File: config.mk
export PLATFORM = sky130hd
export DESIGN_NAME = rbme_sqrt
export DESIGN_NICKNAME = d
export VERILOG_FILES = /design/src/rtl/rbme_pkg.sv /design/src/rtl/rbme_sqrt.sv
export SDC_FILE = /design/constraint.sdc
export NUM_CORES = 2
export LEC_CHECK = 0
export ABC_AREA = 1
export BUFFER_PORTS_ARGS = -buffer_cell sky130_fd_sc_hd__clkbuf_2
export CORE_MARGIN = 10
export CORE_UTILIZATION = 40
export DETAILED_ROUTE_END_ITERATION = 10
export SKIP_LAST_GASP = 1
export SLEW_MARGIN = 20
export SYNTH_ARGS = -nofsm -noshare
export SYNTH_HDL_FRONTEND = slang
export SYNTH_SLANG_ARGS = --single-unit
export TNS_END_PERCENT = 30
File: constraint.sdc
create_clock -name clk_i -period 7.5 [get_ports clk_i]
set_input_delay 0.375 -clock clk_i [delete_from_list [all_inputs] [get_ports clk_i]]
set_output_delay 0.375 -clock clk_i [all_outputs]
set_load 0.02 [all_outputs]
File: src/rtl/rbme_pkg.sv
// shared types and constants of the radial brush mask erase unit
package rbme_pkg;

  // width of normalized quantities and unity in Q1.16
  localparam int          Q_W     = 17;
  localparam logic [16:0] ONE_Q16 = 17'd65536;

  // configuration port geometry
  localparam int CFG_IDX_W  = 3;
  localparam int CFG_DATA_W = 17;
  localparam int RASTER_W   = 13;

  // register indexes
  localparam logic [CFG_IDX_W-1:0] REG_CENTER_X       = 3'd0;
  localparam logic [CFG_IDX_W-1:0] REG_CENTER_Y       = 3'd1;
  localparam logic [CFG_IDX_W-1:0] REG_BRUSH_RADIUS   = 3'd2;
  localparam logic [CFG_IDX_W-1:0] REG_ERASE_STRENGTH = 3'd3;
  localparam logic [CFG_IDX_W-1:0] REG_RASTER_WIDTH   = 3'd4;
  localparam logic [CFG_IDX_W-1:0] REG_RASTER_HEIGHT  = 3'd5;

  // one input pixel
  typedef struct packed {
    logic [11:0]        pixel_col;
    logic [11:0]        pixel_row;
    logic signed [31:0] mask_value;
  } pixel_t;

  // one result
  typedef struct packed {
    logic [30:0] erased_value;
    logic        inside_brush;
  } result_t;

  // sideband that travels with a pixel down the pipe
  typedef struct packed {
    logic [30:0] mag;
    logic        in_raster;
    logic        hit;
  } side_t;

  // clamped and derived configuration
  typedef struct packed {
    logic [RASTER_W-1:0] xden;
    logic [RASTER_W-1:0] yden;
    logic [16:0]         cx;
    logic [16:0]         cy;
    logic [16:0]         r;
    logic [16:0]         st;
  } cfg_t;

endpackage

File: src/rtl/rbme_sqrt.sv
// squared distance, radius test and pipelined integer square root
module rbme_sqrt import rbme_pkg::*; (
  input  logic           clk_i,
  input  logic           rst_ni,
  input  logic           valid_i,
  input  logic [Q_W-1:0] u_i,
  input  logic [Q_W-1:0] v_i,
  input  side_t          side_i,
  input  cfg_t           cfg_i,
  output logic           valid_o,
  output logic [Q_W-1:0] dist_o,
  output side_t          side_o
);

  localparam int X_W = 34;
  localparam int R_W = 35;

  logic               vld_d_q;
  logic signed [17:0] dx_q;
  logic signed [17:0] dy_q;
  side_t              side_d_q;
  logic signed [35:0] sqx;
  logic signed [35:0] sqy;
  logic [X_W-1:0]     r2;

  logic           vld_q  [0:Q_W];
  logic [X_W-1:0] x_q    [0:Q_W];
  logic [R_W-1:0] res_q  [0:Q_W];
  side_t          side_q [0:Q_W];

  // offsets from the stroke center
  always_ff @(posedge clk_i or negedge rst_ni) begin
    if (!rst_ni) begin
      vld_d_q  <= 1'b0;
      vld_q[0] <= 1'b0;
    end else begin
      vld_d_q  <= valid_i;
      vld_q[0] <= vld_d_q;
    end
  end

  always_ff @(posedge clk_i) begin
    dx_q     <= $signed({1'b0, u_i}) - $signed({1'b0, cfg_i.cx});
    dy_q     <= $signed({1'b0, v_i}) - $signed({1'b0, cfg_i.cy});
    side_d_q <= side_i;
  end

  // squared distance
  always_comb begin
    sqx = dx_q * dx_q;
    sqy = dy_q * dy_q;
    r2  = X_W'(cfg_i.r) * X_W'(cfg_i.r);
  end

  always_ff @(posedge clk_i) begin
    x_q[0]    <= sqx[X_W-1:0] + sqy[X_W-1:0];
    res_q[0]  <= '0;
    side_q[0] <= side_d_q;
  end

  // digit-by-digit root, one result bit per stage
  for (genvar k = 1; k <= Q_W; k++) begin : g_stage
    localparam int J = Q_W - k;
    localparam logic [R_W-1:0] BIT = R_W'(1) << (2 * J);
    logic [R_W-1:0] sum;
    logic           ge;

    always_comb begin
      sum = res_q[k-1] + BIT;
      ge  = {1'b0, x_q[k-1]} >= sum;
    end

    always_ff @(posedge clk_i or negedge rst_ni) begin
      if (!rst_ni) begin
        vld_q[k] <= 1'b0;
      end else begin
        vld_q[k] <= vld_q[k-1];
      end
    end

    always_ff @(posedge clk_i) begin
      x_q[k]   <= ge ? x_q[k-1] - sum[X_W-1:0] : x_q[k-1];
      res_q[k] <= (res_q[k-1] >> 1) + (ge ? BIT : '0);
    end

    // radius test rides along the first root stage
    if (k == 1) begin : g_inside
      always_ff @(posedge clk_i) begin
        side_q[k] <= '{mag:       side_q[k-1].mag,
                       in_raster: side_q[k-1].in_raster,
                       hit:       side_q[k-1].in_raster && (x_q[k-1] <= r2)};
      end
    end else begin : g_pass
      always_ff @(posedge clk_i) begin
        side_q[k] <= side_q[k-1];
      end
    end
  end

  assign valid_o = vld_q[Q_W];
  assign dist_o  = res_q[Q_W][Q_W-1:0];
  assign side_o  = side_q[Q_W];

endmodule

==> impl_results.md <==
- Final antenna-violating net count: 0
- Final hold slack: approximately 0.056 ns
- Initial antenna violation count: 0
- CP required: 8.18 ns
- Sequential share of the synthesized area: 37.4%
- R2r setup slk: about 0.28 ns
- Period utilization: between 90% and 100%
- Async S/R FF share, synth: under 10%
- Total gr overflow: 0
- I/O Buffers: 170
- Most common cell after layout, fill and taps aside: inv_1
- Mapped Cells: roughly 8,300
- Syn Nets: a little under 10,000
- Clock skew: approximately 0.053 ns
- Ports: 215
- Layout Nets: 10,069
- Crit path kind: flip-flop to flip-flop
- Area delta synth->final: 12.3%
- Vias in the first global route: ~54,000
- Final Max Tran Viols: 0
- Synth area leaders: dfxtp_1 (37%), fa_1 (22%), inv_1 (9.2%), ha_1 (8.2%), nand2_1 (7.6%)
- Initial Util: between 40% and 50%
- Dpl hpwl: around 140 mm
- Num CTS Buffers: 144
- Fmax: ~140 MHz
- Root Buffer: clkbuf_16
- End-of-flow core utilization: about 45%
- Number of synthesized register bits: about 1,400
- Final hold violations: 0
- Largest net degree at the start of global routing: 46
- Synth area leader: dfxtp_1
- H-tree levels: 4
- Core ar.: between 0.15 and 0.2 sq mm
- Worst-path fanout max: 15
- Synth Cell Area: 0.0758 sq mm
- Synthesis Warnings: 0
- Final RePlAce weighted congestion: ~0.92
- Clk Latency, worst-skew pair: between 0.7 and 0.8 ns
- CP Capture Type: flip-flop
- Status: completed
- Class of the worst hold path: input port to flip-flop
- Vias: 52,045
- Most frequent cells in the layout: inv_1 (1,858), nand2_1 (1,531), dfxtp_1 (1,391)
- # rows: approximately 160
- Slew @ Worst Pin: approximately 0.95 ns
- Layout fillers: between 15,000 and 20,000
- Area share of the largest cell type after synthesis: a little under two fifths
- CTS tree: done
- Die area: about 0.21 sq mm
- Detailed Routing Iterations Pass 1: 6
- DRT iter0 DRCs: approximately 2,700
- RSZ-0062 raised after global routing: true
- First-pass GRT wire length: ~270 mm
- Share of cells above drive strength 1: 6.60%
- Vias per cell: approximately 4.6
- Crit path launch type: flip-flop
- Ys flop type: dfxtp_1
- Synth unique cells: slightly above 60
- Maximum clock path buffer count: 3
- Clk sinks: 1,411
- Endpoints failing setup: 0
- Min Tclk post-route: 7.22 ns
- Die Y: ~460 microns
- Fin Setup TNS: 0 ns
- Postcts setup bufs: 0
- Post-synth EDFFs: 0
- Max-slew headroom: between 30% and 40%
- WL final: 166 mm
- Clock transition at the registers of the reported paths: 0.06 ns
- Arrival time worst endpoint: roughly 7.9 ns
- Overall Global Routing Usage: between 10% and 20%
- Total of max-cap violations: 0
- Synthesized area per cell: 9.13 sq um
- Die span in x: between 400 and 500 microns
- Drt drc: 0
- WL/cell: 14.9 microns
==> kinds of logic after synthesis <==
| kind of cell | share of synthesized area [%] |
|---|---|
| AOI/OAI and AO/OA | 5.21 |
| xor gates and xnor gates | 3.16 |
| adders and majority gates | 29.7 |
| buffers and inverters | 10.1 |
| DFF | 37.4 |
| muxes | 0.0149 |
| other | 0.00495 |
| and+or+nand+nor | 14.4 |
==> worst paths after layout <==
check                                    from       endpoint  depth (start not counted)
worst max register to register        dy_q[8]     x_q[0][20]                         25
max in group asynchronous              rst_ni      vld_q[14]                          2
worst min register to register  side_q[6][21]  side_q[7][21]                          0
worst min-delay path                   v_i[2]        dy_q[2]                          3
min in group asynchronous              rst_ni       vld_q[2]                          2
worst max-delay path                  dy_q[8]     x_q[0][20]                         25
==> per-layer routing <==
metal / GRT usage (%) / wire length (microns) / vias to the layer above
li1: - / - / 25743
met1: 19.7 / 68800 / 24894
met2: 29.5 / 85100 / 1121
met3: 2.33 / 7400 / 287
met4: 5.32 / 5150 / 0
met5: 0 / 0 / -
==> flip-flops by register name, indices dropped and copies added, names as in the netlist <==
name and flops:
valid_o 1, side_d_q 32, x_q 578, dy_q 18, side_q 593, vld_q 17, dx_q 18, res_q 153
vld_d_q 1
==> critical path: stages (launching register included) <==
cell	delay (ns)
dfxtp_1	0.80
buf_4	0.27
nand2_1	0.09
fa_1	0.49
inv_1	0.06
fa_1	0.41
inv_1	0.07
fa_1	0.42
fa_1	0.49
inv_1	0.05
fa_1	0.52
inv_1	0.06
fa_1	0.53
inv_1	0.06
fa_1	0.52
fa_1	0.60
ha_1	0.41
inv_1	0.05
o21ai_0	0.38
a21oi_1	0.16
nand3_1	0.18
nand2_1	0.07
nand2_1	0.09
nand2_1	0.07
nand2_1	0.07
xor2_1	0.18
==> repair_timing <==
| action | CTS | global route |
|---|---|---|
| hold buffers | 55 | 0 |
| resized for setup | 0 | 1 |
| hold endpoints to repair | 69 | 0 |
| endpoints found under the setup margin | 0 | 4 |
==> synth_stat cells (3+ instances only) <==
library cell,n
and3_1,3
and2_1,3
o31ai_1,6
nand2_1,1531
a21boi_0,10
nor4_1,64
o21a_1,11
nand4_1,89
fa_1,814
xor2_1,159
nor3_1,98
o2111ai_1,3
buf_2,15
inv_2,7
xnor2_1,114
o21ai_0,217
buf_4,7
nand3b_1,30
o21ai_2,8
o21bai_1,26
buf_6,11
nor2_1,441
nand3_1,245
or2_2,49
buf_1,10
dfxtp_1,1392
a31oi_1,12
dfrtp_1,19
nand2_2,5
nor2_2,4
o211ai_1,25
a21o_1,24
inv_1,1858
a211oi_1,6
o21ai_1,45
a21oi_1,309
ha_1,496
a21oi_2,4
clkbuf_1,100
==> metrics by stage <==
step                      setup slack, ns  area [sq um]  std cells
after global placement              0.345         79600      10889
after detailed placement            0.305         79600      10889
final                               0.278         85100      11205
after floorplan                     0.353         75800       8299
after CTS                           0.288         85100      11204
after global routing               -0.119         85100      11204
==> layout make-up <==
type	instances	area (sq um)	area share (%)
multi-input combinational	4880	39800	46.7
timing repair buffer	293	1910	2.25
sequential	1411	28300	33.3
clock inverter	81	1030	1.21
tap	2495	3120	3.67
antenna	1	2.50	0.00294
clock buffer	179	3930	4.61
inverter	1865	7000	8.23
Power is left out: the tool's default activity adds up to more than one toggle a clock period on the data nets, which glitch-free logic cannot reach.
