### src/rtl/rbme_pkg.sv
// shared types and constants of the radial brush mask erase unit
package rbme_pkg;

  // width of normalized quantities and unity in Q1.16
  localparam int          Q_W     = 17;
  localparam logic [16:0] ONE_Q16 = 17'd65536;

  // configuration port geometry
  localparam int CFG_IDX_W  = 3;
  localparam int CFG_DATA_W = 17;
  localparam int RASTER_W   = 13;

  // register indexes
  localparam logic [CFG_IDX_W-1:0] REG_CENTER_X       = 3'd0;
  localparam logic [CFG_IDX_W-1:0] REG_CENTER_Y       = 3'd1;
  localparam logic [CFG_IDX_W-1:0] REG_BRUSH_RADIUS   = 3'd2;
  localparam logic [CFG_IDX_W-1:0] REG_ERASE_STRENGTH = 3'd3;
  localparam logic [CFG_IDX_W-1:0] REG_RASTER_WIDTH   = 3'd4;
  localparam logic [CFG_IDX_W-1:0] REG_RASTER_HEIGHT  = 3'd5;

  // one input pixel
  typedef struct packed {
    logic [11:0]        pixel_col;
    logic [11:0]        pixel_row;
    logic signed [31:0] mask_value;
  } pixel_t;

  // one result
  typedef struct packed {
    logic [30:0] erased_value;
    logic        inside_brush;
  } result_t;

  // sideband that travels with a pixel down the pipe
  typedef struct packed {
    logic [30:0] mag;
    logic        in_raster;
    logic        hit;
  } side_t;

  // clamped and derived configuration
  typedef struct packed {
    logic [RASTER_W-1:0] xden;
    logic [RASTER_W-1:0] yden;
    logic [16:0]         cx;
    logic [16:0]         cy;
    logic [16:0]         r;
    logic [16:0]         st;
  } cfg_t;

endpackage

### src/rtl/rbme_norm.sv
// position normalization: two pipelined restoring dividers, one quotient bit per stage
module rbme_norm import rbme_pkg::*; (
  input  logic           clk_i,
  input  logic           rst_ni,
  input  logic           valid_i,
  input  logic [11:0]    col_i,
  input  logic [11:0]    row_i,
  input  side_t          side_i,
  input  cfg_t           cfg_i,
  output logic           valid_o,
  output logic [Q_W-1:0] u_o,
  output logic [Q_W-1:0] v_o,
  output side_t          side_o
);

  localparam int NUM_W = 29;

  logic             vld_q  [0:Q_W];
  logic [NUM_W-1:0] nx_q   [0:Q_W];
  logic [NUM_W-1:0] ny_q   [0:Q_W];
  logic [Q_W-1:0]   qx_q   [0:Q_W];
  logic [Q_W-1:0]   qy_q   [0:Q_W];
  side_t            side_q [0:Q_W];

  // numerator stage: pos * 65536 + den / 2
  always_ff @(posedge clk_i or negedge rst_ni) begin
    if (!rst_ni) begin
      vld_q[0] <= 1'b0;
    end else begin
      vld_q[0] <= valid_i;
    end
  end

  always_ff @(posedge clk_i) begin
    nx_q[0]   <= {1'b0, col_i, 16'h0000} + NUM_W'(cfg_i.xden[RASTER_W-1:1]);
    ny_q[0]   <= {1'b0, row_i, 16'h0000} + NUM_W'(cfg_i.yden[RASTER_W-1:1]);
    qx_q[0]   <= '0;
    qy_q[0]   <= '0;
    side_q[0] <= side_i;
  end

  // one trial subtraction per stage, most significant quotient bit first
  for (genvar k = 1; k <= Q_W; k++) begin : g_stage
    localparam int B = Q_W - k;
    logic [NUM_W-1:0] trial_x;
    logic [NUM_W-1:0] trial_y;
    logic             ge_x;
    logic             ge_y;

    always_comb begin
      trial_x = NUM_W'(cfg_i.xden) << B;
      trial_y = NUM_W'(cfg_i.yden) << B;
      ge_x    = nx_q[k-1] >= trial_x;
      ge_y    = ny_q[k-1] >= trial_y;
    end

    always_ff @(posedge clk_i or negedge rst_ni) begin
      if (!rst_ni) begin
        vld_q[k] <= 1'b0;
      end else begin
        vld_q[k] <= vld_q[k-1];
      end
    end

    always_ff @(posedge clk_i) begin
      nx_q[k]   <= ge_x ? nx_q[k-1] - trial_x : nx_q[k-1];
      ny_q[k]   <= ge_y ? ny_q[k-1] - trial_y : ny_q[k-1];
      qx_q[k]   <= qx_q[k-1] | (Q_W'(ge_x) << B);
      qy_q[k]   <= qy_q[k-1] | (Q_W'(ge_y) << B);
      side_q[k] <= side_q[k-1];
    end
  end

  assign valid_o = vld_q[Q_W];
  assign u_o     = qx_q[Q_W];
  assign v_o     = qy_q[Q_W];
  assign side_o  = side_q[Q_W];

endmodule

### config.mk
export PLATFORM = sky130hd
export DESIGN_NAME = rbme_norm
export DESIGN_NICKNAME = d
export VERILOG_FILES = /design/src/rtl/rbme_pkg.sv /design/src/rtl/rbme_norm.sv
export SDC_FILE = /design/constraint.sdc
export NUM_CORES = 2
export LEC_CHECK = 0
export ABC_AREA = 1
export BUFFER_PORTS_ARGS = -buffer_cell sky130_fd_sc_hd__buf_2
export CORE_MARGIN = 4
export CORE_UTILIZATION = 59
export CTS_CLUSTER_DIAMETER = 40
export DETAILED_ROUTE_END_ITERATION = 8
export PLACE_DENSITY = 0.73
export SLEW_MARGIN = 20
export SYNTH_ARGS = -nofsm -noshare
export SYNTH_HDL_FRONTEND = slang
export SYNTH_SLANG_ARGS = --single-unit
### constraint.sdc
create_clock -name clk_i -period 5.1 [get_ports clk_i]
set_clock_uncertainty 0.1 [all_clocks]
set_input_delay 1.02 -clock clk_i [delete_from_list [all_inputs] [get_ports clk_i]]
set_output_delay 1.02 -clock clk_i [all_outputs]
set_load 0.05 [all_outputs]
==> reports/qor_table.md <==
| Item | Reported |
|:---|:---|
| Status | complete, no violations |
| Total Power | 0.0602 W |
| Post-CTS setup-driven buffer insertion count | 0 |
| Final layout net count | 11.9k |
| Power Dens Cells | 655 nW/um^2 |
| Total number of H-tree levels | 4 |
| Flops & latches, synth | 1874 |
| TritonCTS clock tree | built |
| First-pass GRT wire length | 334000 microns |
| Slack of the worst reg-to-reg path | 2230 ps |
| Hold_buf cts | 1 |
| Top routing layer in use | met4 |
| Synthesized Nets | 11.5k |
| Number of endpoints with negative hold slack in the final report | 0 |
| Number of I/O pins | 222 |
| Library cell contributing the largest single delay on the critical path | inv_2 |
| Worst-case clock buffer depth | 3 |
| Unrepaired setup endpoints after global routing | no |
| Count of fill cells added during filler insertion | 11.8k |
| Synthesized area per cell | 7.47 sq um |
| Sort of element at the start of the critical path | input port |
| Count of flip-flops with a built-in enable after synthesis | 0 |
| Residual overflow from global routing | 0 |
| Async set-or-reset flop fraction in the synthesized netlist | 0.961% |
| Met2 wirelength from detailed routing | 95800 microns |
| Area of the die | 144000 sq um |
| Number of instances on the worst hold path | 1 |
| Root Buffer Master | clkbuf_16 |
| Layout Cell Area excl Fill | 91900 sq um |
| Worst reg2reg path depth | 12 |
| Final setup vio count | 0 |
| Cells after DPL | 12.8k |
| Remaining number of nets flagged by the antenna check after routing | 0 |
| First-pass iteration count of the detailed router | 6 |
| Leakage | 46.8 nW |
| Worst endpoint data arrival time | 3840 ps |
| Worst endpoint required time | 5660 ps |
| Via count of the first global-routing pass | 64.7k |
| Library cells used by synthesis | 53 |
| Commonest non-fill, non-tap cells in the layout | nand2_1, dfxtp_1, inv_1 |
| Placer's final routability congestion estimate | 0.959 |
| Worst Hold Endpoint | nx_q[0][16] |
| Number of standard cells after synthesis | 10.9k |
| Crit Reg-Reg Endpoint | ny_q[12][5] |
| Detailed route wirelength on metal3 | 13600 microns |
| Total clock sinks | 1874 |
| Part of the cycle the worst path needs | 64.3% |
| Per-cell routed wire length | 16.0 microns |
| Max Fanout on Critical Path | 29 |
| Most common cell after layout, fill and taps aside | nand2_1 |
| Aggregate global-route resource usage | 29.0% |
| Worst stage delay on the critical path | 510 ps |
| WS Path Type | in2reg |
| DR DRC count | 0 |
| Fin crit period | 3280 ps |
| Proportion of synthesized chip area in sequential cells | 46.2% |
| Resized Gates After CTS | 0 |
| Core Footprint | 137000 sq um |
| Via density per instance | 5.16 |
| Initial antenna violation count | 4 |
| Number of design-rule violations left by the first detailed-router iteration | 5629 |
| Final-layout worst hold slack | 132 ps |
| Slew margin rel. | 46.4% |
| Slew at the pin with the worst max-slew slack | 802 ps |
| Count of maximum capacitance violations | 0 |
| WL met1 | 95300 microns |
| Y dimension of the die | 379 microns |
| Initial core utilization | 59.3% |
| Yosys warning total | 0 |
| Total CTS buffers | 212 |
| Hpwl dp | 158000 microns |
| Leading register cell type out of synthesis | dfxtp_1 |
| Origin of the critical flop-to-flop path | ny_q[11][5] |
| Count of placed standard cells in the final layout, fillers left out | 13.2k |
| Overall die width | 379 microns |
| Hold Path Class | in2reg |
| Number of max-slew violations in the final report | 0 |
| Startpoint of the tightest hold check path | col_i[0] |
| Number of vias after detailed routing | 68.2k |
| Worst-Skew Late Latency | 890 ps |
| Share of final-layout standard cells stronger than drive strength 1 | 7.72% |
| Nature of the critical path endpoint | flop |
| I/O Buffers | 153 |
| Number of rows created at floorplan | 136 |
| WL final | 212000 microns |
| Pin count of the biggest net entering global routing | 30 |
| Netlist area before placement | 81400 sq um |
| Final TNS setup | 0 ps |
| Highest Clock Rate | 305 MHz |
| Cell chain of the critical path | buf_2, clkinv_1, buf_4, ha_1, nand2_1, inv_2, nand2_1, nor2_1, nand2_1, nor2_1, nor2_1, nand2_2, inv_2, o21ai_0 |
| CTS clk-pin slew, worst paths | 60 ps |
| Worst VDD drop | 396 uV |
| Area post-placement | 84300 sq um |
| Synthesis-to-layout area growth | 12.9% |
==> state kept, by name, indices dropped and copies added, names as in the netlist <==
| name | cells |
|---|---|
| qy_q | 153 |
| ny_q | 478 |
| qx_q | 153 |
| side_q | 594 |
| nx_q | 478 |
| vld_q | 17 |
| valid_o | 1 |
==> critical path, delay by kind of cell <==
family,cells,cell delay (ps)
buffers and inverters,5,1440
AND/OR/NAND/NOR,7,700
adder cells (fa/ha/maj),1,420
AO/OA/AOI/OAI,1,180
==> logic make-up after synthesis <==
logic type / synth area share (%)
simple gates: 30.9
flops: 46.2
xor+xnor: 2.84
fa+ha+maj: 7.55
compound gates: 4.67
buf+inv: 7.83
==> worst max-delay path by stage <==
stage / from / endpoint / slack [ps] / cells after the start
finish: cfg_i[80] / ny_q[16][6] / 1820 / 14
global route: cfg_i[80] / ny_q[16][9] / 1650 / 15
CTS: cfg_i[80] / ny_q[16][6] / 1900 / 14
detailed placement: cfg_i[80] / ny_q[11][16] / 1020 / 12
global placement: cfg_i[80] / ny_q[16][13] / 1030 / 14
floorplan: cfg_i[69] / ny_q[5][18] / 2060 / 10
==> cell type report <==
type / count / area [sq um] / area share, %
sequential: 1874 / 37600 / 40.9
multi-input combinational: 7427 / 37400 / 40.7
clock buffer: 261 / 5720 / 6.22
inverter: 1517 / 5710 / 6.21
tap: 1794 / 2240 / 2.44
clock inverter: 136 / 1890 / 2.06
timing repair buffer: 217 / 1300 / 1.41
antenna: 3 / 7.51 / 0.00817
==> synthesized netlist by cell type (82+ instances only) <==
| library cell | number | area (sq um) |
|---|---|---|
| xor2_1 | 201 | 1760 |
| a21oi_2 | 82 | 718 |
| a21oi_1 | 343 | 1720 |
| inv_1 | 1458 | 5470 |
| dfxtp_1 | 1856 | 37200 |
| ha_1 | 440 | 5510 |
| nand2_1 | 3872 | 14500 |
| nand3_1 | 659 | 3300 |
| nand4_1 | 177 | 1110 |
| o21ai_0 | 144 | 721 |
| nand3b_1 | 132 | 991 |
| nor2_1 | 928 | 3480 |
==> metrics by stage <==
| step | utilization [%] | setup WS, ps |
|---|---|---|
| final | 66.9 | 1820 |
| after global routing | 66.9 | 1650 |
| after CTS | 66.9 | 1900 |
| after detailed placement | 61.4 | 1020 |
| after global placement | 61.4 | 1030 |
| after floorplan | - | 2060 |
==> metal layers <==
layer	up-vias	track usage [%]
li1	34700	-
met1	30900	39.1
met2	2186	47.7
met3	466	4.35
met4	0	10.1
met5	-	0
==> where the power goes <==
part           internal (W)  switching [W]
clock               0.00910        0.00656
combinational       0.00807         0.0155
sequential           0.0183        0.00274
Power figures use the tool's default switching activity.
